## config.mk

```make
export PLATFORM = sky130hd
export DESIGN_NAME = two_row_char_display_buffer_unit_flat
export DESIGN_NICKNAME = d
export VERILOG_FILES = /design/src/tcdb_pkg.sv /design/src/tcdb_req_if.sv /design/src/tcdb_rsp_if.sv /design/src/tcdb_cfg_if.sv /design/src/tcdb_ram.sv /design/src/tcdb_ctrl.sv /design/src/tcdb_dp.sv /design/src/two_row_char_display_buffer_unit.sv /design/src/flat_wrapper.sv
export VERILOG_INCLUDE_DIRS = /design/src /design/src/src
export SDC_FILE = /design/constraint.sdc
export NUM_CORES = 1
export LEC_CHECK = 0
export BUFFER_PORTS_ARGS = -buffer_cell sky130_fd_sc_hd__buf_2
export CAP_MARGIN = 25
export CORE_MARGIN = 2
export CORE_UTILIZATION = 39
export DETAILED_ROUTE_END_ITERATION = 6
export MAX_ROUTING_LAYER = met4
export PLACE_DENSITY = 0.58
export SETUP_SLACK_MARGIN = 0.15
export SLEW_MARGIN = 0
export SYNTH_ARGS = -nofsm -noshare
export SYNTH_HDL_FRONTEND = slang
export SYNTH_SLANG_ARGS = --single-unit
```

## constraint.sdc

```tcl
create_clock -name clk -period 5.48 [get_ports clk]
set_clock_uncertainty 0.1 [all_clocks]
set_input_delay 0 -clock clk [delete_from_list [all_inputs] [get_ports clk]]
set_output_delay 0 -clock clk [all_outputs]
set_load 0.01 [all_outputs]
```

## src/two_row_char_display_buffer_unit_defines.svh

```systemverilog
// assertion macros for the two-row character display buffer
`ifndef TWO_ROW_CHAR_DISPLAY_BUFFER_UNIT_DEFINES_SVH
`define TWO_ROW_CHAR_DISPLAY_BUFFER_UNIT_DEFINES_SVH

`ifndef ASSERT_OFF
// same-cycle implication
`define TCDB_ASSERT_IMPL(lbl, clk, rst, ante, cons) \
  lbl: assert property (@(posedge clk) disable iff (rst) (ante) |-> (cons)) \
    else $error("tcdb assertion failed");
// next-cycle implication
`define TCDB_ASSERT_NEXT(lbl, clk, rst, ante, cons) \
  lbl: assert property (@(posedge clk) disable iff (rst) (ante) |=> (cons)) \
    else $error("tcdb assertion failed");
`else
`define TCDB_ASSERT_IMPL(lbl, clk, rst, ante, cons)
`define TCDB_ASSERT_NEXT(lbl, clk, rst, ante, cons)
`endif

`endif

```

## src/tcdb_pkg.sv

```systemverilog
// shared constants, types and character functions of the display buffer
`default_nettype none
package tcdb_pkg;

  localparam int COLUMNS_DEF = 16;
  localparam int ROWS        = 2;

  localparam int MODE_W  = 3;
  localparam int BYTE_W  = 8;
  localparam int COL_O_W = 4;
  localparam int CFG_I_W = 1;

  localparam logic [MODE_W-1:0] MODE_PUT    = 3'd0;
  localparam logic [MODE_W-1:0] MODE_CLEAR  = 3'd1;
  localparam logic [MODE_W-1:0] MODE_GOTO   = 3'd2;
  localparam logic [MODE_W-1:0] MODE_CLREND = 3'd3;
  localparam logic [MODE_W-1:0] MODE_HEX    = 3'd4;
  localparam logic [MODE_W-1:0] MODE_READ   = 3'd5;

  localparam logic [CFG_I_W-1:0] CFG_EXP     = 1'b0;
  localparam logic [CFG_I_W-1:0] CFG_EXP_NEG = 1'b1;

  localparam logic [BYTE_W-1:0] EXP_RESET     = 8'd1;
  localparam logic [BYTE_W-1:0] EXP_NEG_RESET = 8'd2;

  localparam logic [BYTE_W-1:0] CODE_TAB   = 8'd9;
  localparam logic [BYTE_W-1:0] CODE_LF    = 8'd10;
  localparam logic [BYTE_W-1:0] CODE_CR    = 8'd13;
  localparam logic [BYTE_W-1:0] CHAR_SPACE = 8'h20;
  localparam logic [BYTE_W-1:0] CHAR_DASH  = 8'h2d;
  localparam logic [BYTE_W-1:0] CHAR_DOT   = 8'h2e;
  localparam logic [BYTE_W-1:0] CHAR_ZERO  = 8'h30;
  localparam logic [BYTE_W-1:0] CHAR_NINE  = 8'h39;
  localparam logic [BYTE_W-1:0] CHAR_E     = 8'h45;
  localparam logic [BYTE_W-1:0] CHAR_CARET = 8'h5e;
  localparam logic [BYTE_W-1:0] CHAR_LA    = 8'h61;

  typedef struct packed {
    logic exec;       // input transaction accepted this cycle
    logic clr_step;   // blank one cell at the cursor and advance
    logic rd_done;    // read data of the cell RAM is valid
    logic load_out;   // result goes to the output register
    logic load_pend;  // result goes to the pending register
    logic move_pend;  // pending result moves to the output register
  } cmd_t;

  typedef struct packed {
    logic is_read;    // offered transaction reads a cell
    logic clr_start;  // offered transaction starts blanking the row end
    logic clr_last;   // cursor sits on the last column
  } stat_t;

  function automatic logic [BYTE_W-1:0] hex_char(input logic [3:0] nib);
    logic [BYTE_W-1:0] n;
    n = {4'b0, nib};
    if (nib <= 4'd9) begin
      return CHAR_ZERO + n;
    end
    return CHAR_LA + n - 8'd10;
  endfunction

  function automatic logic [BYTE_W-1:0] map_char(input logic [BYTE_W-1:0] c,
                                                 input logic [BYTE_W-1:0] e,
                                                 input logic [BYTE_W-1:0] en);
    if (c == e) begin
      return CHAR_E;
    end
    if (c == en) begin
      return CHAR_DASH;
    end
    return c;
  endfunction

  function automatic logic char_ok(input logic [BYTE_W-1:0] c,
                                   input logic [BYTE_W-1:0] e,
                                   input logic [BYTE_W-1:0] en);
    return (c >= CHAR_ZERO && c <= CHAR_NINE) || c == e || c == en ||
           c == CHAR_DOT || c == CHAR_SPACE || c == CHAR_DASH || c == CHAR_CARET;
  endfunction

endpackage
`default_nettype wire

```

## src/tcdb_req_if.sv

```systemverilog
// request channel of the display buffer
`default_nettype none
interface tcdb_req_if;
  logic                            valid;
  logic                            ready;
  logic [tcdb_pkg::MODE_W-1:0]     mode;
  logic [tcdb_pkg::BYTE_W-1:0]     char_code;
  logic [tcdb_pkg::BYTE_W-1:0]     target_row;
  logic [tcdb_pkg::BYTE_W-1:0]     target_col;
  logic [tcdb_pkg::BYTE_W-1:0]     clear_row;
  logic [tcdb_pkg::BYTE_W-1:0]     nibble_value;

  modport source (output valid, mode, char_code, target_row, target_col, clear_row,
                  nibble_value, input ready);
  modport sink (input valid, mode, char_code, target_row, target_col, clear_row,
                nibble_value, output ready);
endinterface
`default_nettype wire

```

## src/tcdb_rsp_if.sv

```systemverilog
// result channel of the display buffer
`default_nettype none
interface tcdb_rsp_if;
  logic                             valid;
  logic                             ready;
  logic                             cursor_row_out;
  logic [tcdb_pkg::COL_O_W-1:0]     cursor_col_out;
  logic [tcdb_pkg::BYTE_W-1:0]      read_char;
  logic                             invalid_char;
  logic                             range_error;

  modport source (output valid, cursor_row_out, cursor_col_out, read_char, invalid_char,
                  range_error, input ready);
  modport sink (input valid, cursor_row_out, cursor_col_out, read_char, invalid_char,
                range_error, output ready);
endinterface
`default_nettype wire

```

## src/tcdb_cfg_if.sv

```systemverilog
// register write channel of the display buffer
`default_nettype none
interface tcdb_cfg_if;
  logic                             valid;
  logic                             ready;
  logic [tcdb_pkg::CFG_I_W-1:0]     index;
  logic [tcdb_pkg::BYTE_W-1:0]      data;

  modport source (output valid, index, data, input ready);
  modport sink (input valid, index, data, output ready);
endinterface
`default_nettype wire

```

## src/tcdb_ram.sv

```systemverilog
// generic simple dual-port RAM with registered read
`default_nettype none
module tcdb_ram #(
  parameter int WIDTH = 8,
  parameter int DEPTH = 32
) (
  input  wire logic                     clk,
  input  wire logic                     we,
  input  wire logic [$clog2(DEPTH)-1:0] waddr,
  input  wire logic [WIDTH-1:0]         wdata,
  input  wire logic [$clog2(DEPTH)-1:0] raddr,
  output logic      [WIDTH-1:0]         rdata
);

  logic [WIDTH-1:0] mem [DEPTH];

  always_ff @(posedge clk) begin
    if (we) begin
      mem[waddr] <= wdata;
    end
    rdata <= mem[raddr];
  end

endmodule
`default_nettype wire

```

## src/tcdb_ctrl.sv

```systemverilog
// controller: transaction sequencing and result register handoff
`default_nettype none
module tcdb_ctrl (
  input  wire logic            clk,
  input  wire logic            rst,
  input  wire logic            req_valid,
  output logic                 req_ready,
  output logic                 rsp_valid,
  input  wire logic            rsp_ready,
  input  wire tcdb_pkg::stat_t st,
  output tcdb_pkg::cmd_t       cmd
);

  typedef enum logic [2:0] {
    S_IDLE  = 3'b001,
    S_READ  = 3'b010,
    S_CLEAR = 3'b100
  } state_t;

  state_t state, state_next;
  logic   pend_valid, pend_valid_next;
  logic   rsp_valid_next;
  logic   accept, done, out_free;

  assign req_ready = (state == S_IDLE) && !pend_valid;
  assign accept    = req_valid && req_ready;
  assign out_free  = !rsp_valid || rsp_ready;

  always_comb begin
    state_next = state;
    done       = 1'b0;
    unique case (state)
      S_IDLE: begin
        if (accept) begin
          if (st.is_read) begin
            state_next = S_READ;
          end else if (st.clr_start) begin
            state_next = S_CLEAR;
          end else begin
            done = 1'b1;
          end
        end
      end
      S_READ: begin
        state_next = S_IDLE;
        done       = 1'b1;
      end
      S_CLEAR: begin
        if (st.clr_last) begin
          state_next = S_IDLE;
          done       = 1'b1;
        end
      end
      default: begin
        state_next = S_IDLE;
      end
    endcase
  end

  always_comb begin
    cmd.exec      = accept;
    cmd.clr_step  = (state == S_CLEAR);
    cmd.rd_done   = (state == S_READ);
    cmd.move_pend = pend_valid && out_free;
    // a new result can only appear while nothing is pending
    cmd.load_out  = done && out_free && !pend_valid;
    cmd.load_pend = done && !out_free;
  end

  always_comb begin
    rsp_valid_next = out_free ? (cmd.move_pend || cmd.load_out) : 1'b1;
    priority if (cmd.load_pend) begin
      pend_valid_next = 1'b1;
    end else if (cmd.move_pend) begin
      pend_valid_next = 1'b0;
    end else begin
      pend_valid_next = pend_valid;
    end
  end

  always_ff @(posedge clk) begin
    if (rst) begin
      state      <= S_IDLE;
      pend_valid <= 1'b0;
      rsp_valid  <= 1'b0;
    end else begin
      state      <= state_next;
      pend_valid <= pend_valid_next;
      rsp_valid  <= rsp_valid_next;
    end
  end

endmodule
`default_nettype wire

```

## src/tcdb_dp.sv

```systemverilog
// datapath: cursor, cell RAM with valid flags, registers and result registers
`default_nettype none
module tcdb_dp #(
  parameter int COLUMNS = tcdb_pkg::COLUMNS_DEF
) (
  input  wire logic                            clk,
  input  wire logic                            rst,
  input  wire logic [tcdb_pkg::MODE_W-1:0]     mode,
  input  wire logic [tcdb_pkg::BYTE_W-1:0]     char_code,
  input  wire logic [tcdb_pkg::BYTE_W-1:0]     target_row,
  input  wire logic [tcdb_pkg::BYTE_W-1:0]     target_col,
  input  wire logic [tcdb_pkg::BYTE_W-1:0]     clear_row,
  input  wire logic [tcdb_pkg::BYTE_W-1:0]     nibble_value,
  input  wire logic                            cfg_we,
  input  wire logic [tcdb_pkg::CFG_I_W-1:0]    cfg_index,
  input  wire logic [tcdb_pkg::BYTE_W-1:0]     cfg_data,
  input  wire tcdb_pkg::cmd_t                  cmd,
  output tcdb_pkg::stat_t                      st,
  output logic                                 cursor_row_out,
  output logic [tcdb_pkg::COL_O_W-1:0]         cursor_col_out,
  output logic [tcdb_pkg::BYTE_W-1:0]          read_char,
  output logic                                 invalid_char,
  output logic                                 range_error
);

  localparam int CW    = $clog2(COLUMNS);
  localparam int CELLS = tcdb_pkg::ROWS * COLUMNS;
  localparam int AW    = $clog2(CELLS);
  localparam int BW    = tcdb_pkg::BYTE_W;
  localparam logic [CW-1:0] LAST_COL = CW'(COLUMNS - 1);

  logic [BW-1:0]   exp_code, exp_neg_code;
  logic            cur_row, cur_row_next;
  logic [CW-1:0]   cur_col, cur_col_next;
  logic [CELLS-1:0] cell_valid, cell_valid_next;
  logic            rd_rerr, rd_vld;
  logic [BW-1:0]   rdata;

  logic [BW-1:0]   c_in, wdata;
  logic            is_put, clear_all, crlf, tab, pos_ok;
  logic            pre_row, w_row, adv_row;
  logic [CW-1:0]   pre_col, w_col, adv_col;
  logic            we;
  logic [AW-1:0]   waddr, raddr;
  logic [BW-1:0]   rd_val;

  logic            res_row;
  logic [tcdb_pkg::COL_O_W-1:0] res_col;
  logic [BW-1:0]   res_rd;
  logic            res_bad, res_rerr;

  logic            pend_row;
  logic [tcdb_pkg::COL_O_W-1:0] pend_col;
  logic [BW-1:0]   pend_rd;
  logic            pend_bad, pend_rerr;

  // decode of the offered transaction
  always_comb begin
    c_in = (mode == tcdb_pkg::MODE_HEX) ? tcdb_pkg::hex_char(nibble_value[3:0]) : char_code;
    is_put    = cmd.exec && (mode == tcdb_pkg::MODE_PUT || mode == tcdb_pkg::MODE_HEX);
    crlf      = (c_in == tcdb_pkg::CODE_CR) || (c_in == tcdb_pkg::CODE_LF);
    tab       = (c_in == tcdb_pkg::CODE_TAB);
    clear_all = cmd.exec && (mode == tcdb_pkg::MODE_CLEAR ||
                             (mode == tcdb_pkg::MODE_PUT && crlf));
    pos_ok    = (target_row < BW'(tcdb_pkg::ROWS)) && (target_col < BW'(COLUMNS));
  end

  // cursor move before the write: home on line end, other row on tab
  always_comb begin
    priority if (crlf) begin
      pre_row = 1'b0;
      pre_col = '0;
    end else if (tab) begin
      pre_row = !cur_row;
      pre_col = '0;
    end else begin
      pre_row = cur_row;
      pre_col = cur_col;
    end
  end

  always_comb begin
    if (cmd.clr_step) begin
      w_row = cur_row;
      w_col = cur_col;
      wdata = tcdb_pkg::map_char(tcdb_pkg::CHAR_SPACE, exp_code, exp_neg_code);
    end else begin
      w_row = pre_row;
      w_col = pre_col;
      wdata = tcdb_pkg::map_char(c_in, exp_code, exp_neg_code);
    end
    if (w_col == LAST_COL) begin
      adv_row = !w_row;
      adv_col = '0;
    end else begin
      adv_row = w_row;
      adv_col = w_col + CW'(1);
    end
    we    = is_put || cmd.clr_step;
    waddr = w_row ? AW'(COLUMNS) + AW'(w_col) : AW'(w_col);
    raddr = target_row[0] ? AW'(COLUMNS) + AW'(target_col[CW-1:0])
                          : AW'(target_col[CW-1:0]);
  end

  always_comb begin
    cur_row_next = cur_row;
    cur_col_next = cur_col;
    if (cmd.exec) begin
      unique case (mode)
        tcdb_pkg::MODE_PUT, tcdb_pkg::MODE_HEX: begin
          cur_row_next = adv_row;
          cur_col_next = adv_col;
        end
        tcdb_pkg::MODE_CLEAR: begin
          cur_row_next = 1'b0;
          cur_col_next = '0;
        end
        tcdb_pkg::MODE_GOTO: begin
          if (pos_ok) begin
            cur_row_next = target_row[0];
            cur_col_next = target_col[CW-1:0];
          end
        end
        default: begin
        end
      endcase
    end else if (cmd.clr_step) begin
      cur_row_next = adv_row;
      cur_col_next = adv_col;
    end
  end

  // a cell without its valid flag reads as a space
  always_comb begin
    for (int i = 0; i < CELLS; i++) begin
      cell_valid_next[i] = (clear_all ? 1'b0 : cell_valid[i]) || (we && waddr == AW'(i));
    end
  end

  tcdb_ram #(
    .WIDTH (BW),
    .DEPTH (CELLS)
  ) u_ram (
    .clk   (clk),
    .we    (we),
    .waddr (waddr),
    .wdata (wdata),
    .raddr (raddr),
    .rdata (rdata)
  );

  always_comb begin
    if (rd_rerr) begin
      rd_val = '0;
    end else begin
      rd_val = rd_vld ? rdata : tcdb_pkg::CHAR_SPACE;
    end
    res_row  = cur_row_next;
    res_col  = tcdb_pkg::COL_O_W'(cur_col_next);
    res_rd   = cmd.rd_done ? rd_val : '0;
    res_bad  = is_put && !tcdb_pkg::char_ok(c_in, exp_code, exp_neg_code);
    res_rerr = (cmd.exec && mode == tcdb_pkg::MODE_GOTO && !pos_ok) ||
               (cmd.rd_done && rd_rerr);
  end

  always_comb begin
    st.is_read   = (mode == tcdb_pkg::MODE_READ);
    st.clr_start = (mode == tcdb_pkg::MODE_CLREND) && (cur_col != '0) &&
                   ({{(BW-1){1'b0}}, cur_row} == clear_row);
    st.clr_last  = (cur_col == LAST_COL);
  end

  always_ff @(posedge clk) begin
    if (rst) begin
      exp_code     <= tcdb_pkg::EXP_RESET;
      exp_neg_code <= tcdb_pkg::EXP_NEG_RESET;
      cur_row      <= 1'b0;
      cur_col      <= '0;
      cell_valid   <= '0;
    end else begin
      if (cfg_we) begin
        unique case (cfg_index)
          tcdb_pkg::CFG_EXP:     exp_code     <= cfg_data;
          tcdb_pkg::CFG_EXP_NEG: exp_neg_code <= cfg_data;
          default: begin
          end
        endcase
      end
      cur_row    <= cur_row_next;
      cur_col    <= cur_col_next;
      cell_valid <= cell_valid_next;
    end
  end

  always_ff @(posedge clk) begin
    if (cmd.exec && mode == tcdb_pkg::MODE_READ) begin
      rd_rerr <= !pos_ok;
      rd_vld  <= cell_valid[raddr];
    end
    if (cmd.load_pend) begin
      pend_row  <= res_row;
      pend_col  <= res_col;
      pend_rd   <= res_rd;
      pend_bad  <= res_bad;
      pend_rerr <= res_rerr;
    end
    if (cmd.move_pend) begin
      cursor_row_out <= pend_row;
      cursor_col_out <= pend_col;
      read_char      <= pend_rd;
      invalid_char   <= pend_bad;
      range_error    <= pend_rerr;
    end else if (cmd.load_out) begin
      cursor_row_out <= res_row;
      cursor_col_out <= res_col;
      read_char      <= res_rd;
      invalid_char   <= res_bad;
      range_error    <= res_rerr;
    end
  end

endmodule
`default_nettype wire

```

## src/two_row_char_display_buffer_unit.sv

```systemverilog
// Two-row character display buffer with cursor. Put char, hex nibble, clear,
// go to and the unused mode codes finish in the idle state that accepts them;
// read cell goes through the read state because the cell RAM has a registered
// read port; clear to row end blanks one cell in each step of the clear
// state, since the RAM accepts one write per cycle. Clear and line end reset
// per-cell valid flags at once, so reset needs no clearing pass. A finished
// result waits in the output register and a second one in a pending register,
// so the next transaction is taken while the result channel stalls once.
`default_nettype none
`include "two_row_char_display_buffer_unit_defines.svh"
module two_row_char_display_buffer_unit #(
  parameter int COLUMNS = tcdb_pkg::COLUMNS_DEF
) (
  input  wire logic   clk,
  input  wire logic   rst,
  tcdb_req_if.sink    req,
  tcdb_rsp_if.source  rsp,
  tcdb_cfg_if.sink    cfg
);

  tcdb_pkg::cmd_t  cmd;
  tcdb_pkg::stat_t st;

  assign cfg.ready = 1'b1;

  tcdb_ctrl u_ctrl (
    .clk       (clk),
    .rst       (rst),
    .req_valid (req.valid),
    .req_ready (req.ready),
    .rsp_valid (rsp.valid),
    .rsp_ready (rsp.ready),
    .st        (st),
    .cmd       (cmd)
  );

  tcdb_dp #(
    .COLUMNS (COLUMNS)
  ) u_dp (
    .clk            (clk),
    .rst            (rst),
    .mode           (req.mode),
    .char_code      (req.char_code),
    .target_row     (req.target_row),
    .target_col     (req.target_col),
    .clear_row      (req.clear_row),
    .nibble_value   (req.nibble_value),
    .cfg_we         (cfg.valid),
    .cfg_index      (cfg.index),
    .cfg_data       (cfg.data),
    .cmd            (cmd),
    .st             (st),
    .cursor_row_out (rsp.cursor_row_out),
    .cursor_col_out (rsp.cursor_col_out),
    .read_char      (rsp.read_char),
    .invalid_char   (rsp.invalid_char),
    .range_error    (rsp.range_error)
  );

  // output and pending loads never collide
  `TCDB_ASSERT_IMPL(a_load_excl, clk, rst, cmd.load_out, !cmd.load_pend && !cmd.move_pend)
  // a parked result holds off new requests
  `TCDB_ASSERT_NEXT(a_pend_blocks, clk, rst, cmd.load_pend, !req.ready)
  // pending result moves only into a free output register
  `TCDB_ASSERT_IMPL(a_move_room, clk, rst, cmd.move_pend, !rsp.valid || rsp.ready)

endmodule
`default_nettype wire
```

## src/flat_wrapper.sv

```systemverilog
// flat-port wrapper written by rule: the top's interface ports become plain ports
module two_row_char_display_buffer_unit_flat 
#(
  parameter int COLUMNS = tcdb_pkg::COLUMNS_DEF
)
  (clk, rst, req_valid, req_mode, req_char_code, req_target_row, req_target_col, req_clear_row, req_nibble_value, req_ready, rsp_valid, rsp_cursor_row_out, rsp_cursor_col_out, rsp_read_char, rsp_invalid_char, rsp_range_error, rsp_ready, cfg_valid, cfg_index, cfg_data, cfg_ready);
  tcdb_req_if req_i ();
  tcdb_rsp_if rsp_i ();
  tcdb_cfg_if cfg_i ();
  input  wire logic clk;
  input  wire logic rst;
  input wire logic [$bits(req_i.valid)-1:0] req_valid;
  input wire logic [$bits(req_i.mode)-1:0] req_mode;
  input wire logic [$bits(req_i.char_code)-1:0] req_char_code;
  input wire logic [$bits(req_i.target_row)-1:0] req_target_row;
  input wire logic [$bits(req_i.target_col)-1:0] req_target_col;
  input wire logic [$bits(req_i.clear_row)-1:0] req_clear_row;
  input wire logic [$bits(req_i.nibble_value)-1:0] req_nibble_value;
  output wire logic [$bits(req_i.ready)-1:0] req_ready;
  output wire logic [$bits(rsp_i.valid)-1:0] rsp_valid;
  output wire logic [$bits(rsp_i.cursor_row_out)-1:0] rsp_cursor_row_out;
  output wire logic [$bits(rsp_i.cursor_col_out)-1:0] rsp_cursor_col_out;
  output wire logic [$bits(rsp_i.read_char)-1:0] rsp_read_char;
  output wire logic [$bits(rsp_i.invalid_char)-1:0] rsp_invalid_char;
  output wire logic [$bits(rsp_i.range_error)-1:0] rsp_range_error;
  input wire logic [$bits(rsp_i.ready)-1:0] rsp_ready;
  input wire logic [$bits(cfg_i.valid)-1:0] cfg_valid;
  input wire logic [$bits(cfg_i.index)-1:0] cfg_index;
  input wire logic [$bits(cfg_i.data)-1:0] cfg_data;
  output wire logic [$bits(cfg_i.ready)-1:0] cfg_ready;
  assign req_i.valid = req_valid;
  assign req_i.mode = req_mode;
  assign req_i.char_code = req_char_code;
  assign req_i.target_row = req_target_row;
  assign req_i.target_col = req_target_col;
  assign req_i.clear_row = req_clear_row;
  assign req_i.nibble_value = req_nibble_value;
  assign req_ready = req_i.ready;
  assign rsp_valid = rsp_i.valid;
  assign rsp_cursor_row_out = rsp_i.cursor_row_out;
  assign rsp_cursor_col_out = rsp_i.cursor_col_out;
  assign rsp_read_char = rsp_i.read_char;
  assign rsp_invalid_char = rsp_i.invalid_char;
  assign rsp_range_error = rsp_i.range_error;
  assign rsp_i.ready = rsp_ready;
  assign cfg_i.valid = cfg_valid;
  assign cfg_i.index = cfg_index;
  assign cfg_i.data = cfg_data;
  assign cfg_ready = cfg_i.ready;
  two_row_char_display_buffer_unit #(.COLUMNS(COLUMNS)) u_core (.clk(clk), .rst(rst), .req(req_i), .rsp(rsp_i), .cfg(cfg_i));
endmodule
```

==> metrics.txt <==
vias in the first global route 8920; area leader, netlist edfxtp_1; initial antenna violation count 2; VDD IR-drop max 0.220 mV; Post CTS Setup Buffer Count 0; combinational fraction of design power 0.100; total track usage 0.181; wire length per cell 21.8 um; #FFs+latches synth 354; switching part of the total power 0.230; area delta synth->final 17.6%; via/cell ratio 5.51; TritonRoute pass-1 iters 5; leakage power 6.02 nW; min cycle time layout 4.29 ns; Initial DRC Count 814; syn_nets 1016; Clock Path Buffers 3; Routability Congestion 0.863; Mapped Area 0.0151 mm2; Final TNS setup 0 ns; cts hold-fix bufs 35; non-filler instance count after layout 1619; Post-synth ARST share 0; dominant synthesized flop cell edfxtp_1; RR Endpoint u_core.u_dp.u_ram.mem[4][4]$_DFFE_PP_; Die X-Extent 201 um; worst hold path depth 6; startpoint types input port; WP data arrival 4.35 ns; max cap viols 0; hold crit path type input port to flip-flop; Pwr per Cell Area 350 mW/mm2; Synth area leaders edfxtp_1 57%, mux4_2 13%, dfxtp_1 8.7%; crit path kind input port to flip-flop; Setup WS post-layout 1.19 ns; Final Cycle Share 0.782; sequential fraction of design power 0.491; Starting Density 0.393; Post-synth top cells 288 x edfxtp_1, 90 x mux4_2, 66 x dfxtp_1; hold wc startpoint req_char_code[1]; DRT Wirelength 35.3 mm; Core Util, Final 0.462; Num Clock Sinks 354; highest net fanout along the worst path 18; core area 0.0385 mm2; Max Fclk 233 MHz; Clock power frac 0.410; post-cts sizing count 0; R2R Setup Slk 1.95 ns; register clock-pin slew on the reported worst setup and hold paths 0.06 ns; WP data required 5.54 ns; DRC 0; Root Buffer clkbuf_16; port buffer count 69; row cnt 72; Worst-Margin Slew 0.982 ns; Setup crit end kind flip-flop; FF-to-FF Start u_core.u_ctrl.state[0]$_SDFFE_PP1P_; pre-CTS setup slack 1.10 ns; Int Pwr 4.79 mW; Worst Hold Path EP u_core.u_dp.pend_bad$_DFFE_PP_; Antenna Nets Post-Route 0; headroom to the max-slew limit 0.343; Vias 8915; detailed placement HPWL 22.6 mm; P_sw 1.43 mW; most common cell in the netlist edfxtp_1; Hold Fails Final Rpt 0; layout net count 1135; Post-Syn Instances 953; post-synthesis sequential area ratio 0.659; Unique masters post-synth 71; IO Count 75; first-pass GRT wire length 54.2 mm; Inserted Clock Buffers 38; DIE HEIGHT 201 um; Die Area 0.0404 mm2; EDFF count, synth 288; post-synth top area share 0.572; Clk Latency, worst-skew pair 0.54 ns; max-slew violations 0; GRT overflow 0; RSZ-0062 raised after global routing false; layout cells sized above 1 0.265; yosys warns 0; pin count of the biggest net entering global routing 45; worst reg2reg path depth 8; outcome finished, final reports clean; Placed Cells 1514; final-report setup violation count 0; Syn Area/Cell 15.9 um2; CTS tree yes; H-tree depth 2
## worst max path at each step
stage | start | end | slack (ns) | cells after the start
2_1_floorplan | req_nibble_value[1] | u_core.u_dp.u_ram.mem[18][0]$_DFFE_PP_ | 1.85 | 12
3_3_place_gp | req_nibble_value[0] | u_core.u_dp.u_ram.mem[10][1]$_DFFE_PP_ | 1.12 | 13
3_5_place_dp | req_nibble_value[0] | u_core.u_dp.u_ram.mem[10][1]$_DFFE_PP_ | 1.10 | 13
4_1_cts | req_mode[0] | u_core.u_dp.u_ram.mem[10][1]$_DFFE_PP_ | 1.22 | 12
5_1_grt | req_mode[0] | u_core.u_dp.u_ram.mem[10][4]$_DFFE_PP_ | 0.95 | 12
6_report | req_mode[0] | u_core.u_dp.u_ram.mem[10][1]$_DFFE_PP_ | 1.19 | 12
## registers in the layout, summed over array words and instances (netlist names), 3 cells and up
register and flops:
u_core.u_dp.exp_neg_code 8, u_core.u_dp.cursor_col_out 4, u_core.u_dp.cell_valid 32, u_core.u_dp.cur_col 4, u_core.u_dp.pend_col 4, u_core.u_dp.pend_rd 8
u_core.u_dp.read_char 8, u_core.u_dp.exp_code 8, u_core.u_dp.u_ram.rdata 8, u_core.u_ctrl.state 3, u_core.u_dp.u_ram.mem 256
## cells in the final DEF (no fill, tap or decap), types with 14 or more instances in the layout
cell type        n
inv_1           16
clkbuf_16       40
edfxtp_1       288
dlygate4sd3_1   35
mux2_2          23
nor2_1          51
nand2_1         55
dfxtp_1         66
nor3_1          25
mux4_2          90
buf_4           31
a21oi_1         35
and3_1          17
a32o_1          15
nor2b_1         14
buf_2           67
a22o_1          18
nand3_1         17
## cell type report
type | instances | area (um2)
diodes | 1 | 2.50
clock buffers | 56 | 1100
clock inverters | 12 | 155
fillers | 3307 | 20700
inverters | 16 | 60.1
multi-input cells | 528 | 4900
flip-flops and latches | 354 | 9970
well taps | 518 | 648
repair buffers | 134 | 946
## power groups by stage
stage / Combinational [mW] / Sequential [mW] / Clock, mW
after global routing: 0.675 / 3.06 / 2.71
after global placement: 0.598 / 3.11 / 0
final: 0.621 / 3.06 / 2.55
after CTS: 0.619 / 3.05 / 2.61
after detailed placement: 0.601 / 3.11 / 0
after floorplan: 0.374 / 3.11 / 0
## worst max-delay path: stages
cell	delay [ns]
dlygate4sd3_1	0.54
buf_2	0.21
or3b_1	0.66
and2_4	0.30
nor3_4	0.37
mux2i_2	0.60
or2_1	0.36
and2_1	0.20
ha_1	0.14
buf_4	0.19
nand2b_1	0.17
nor2_1	0.58
## kinds of logic (layout without fill, tap and decap cells)
group | Yosys count | count (layout) | synth area share
AOI/OAI and AO/OA | 145 | 145 | 0.0719
xor gates and xnor gates | 14 | 14 | 0.00811
adders and majority gates | 6 | 6 | 0.00496
buffers and inverters | 71 | 218 | 0.0182
DFF | 354 | 354 | 0.659
muxes | 116 | 116 | 0.153
other | 1 | 2 | 0.000248
and+or+nand+nor | 246 | 246 | 0.0840
## layer usage
metal  routed length, um  track usage  up-vias
met5                   0            -        -
met4                 838       0.0553        0
met3                2070       0.0321       53
met2               16600        0.280      289
met1               15800        0.246     4525
li1                    -            -     4048
## stage by stage
| step | cell area, um2 | power [mW] | hold slack, ns |
|---|---|---|---|
| finish | 17800 | 6.23 | 0.0334 |
| global route | 17800 | 6.45 | 0.0618 |
| CTS | 17800 | 6.28 | 0.00569 |
| detailed placement | 16100 | 3.71 | 0.149 |
| global placement | 16100 | 3.71 | 0.147 |
| floorplan | 15100 | 3.49 | 0.0240 |
Note: power is estimated with default switching activity, not from simulation.
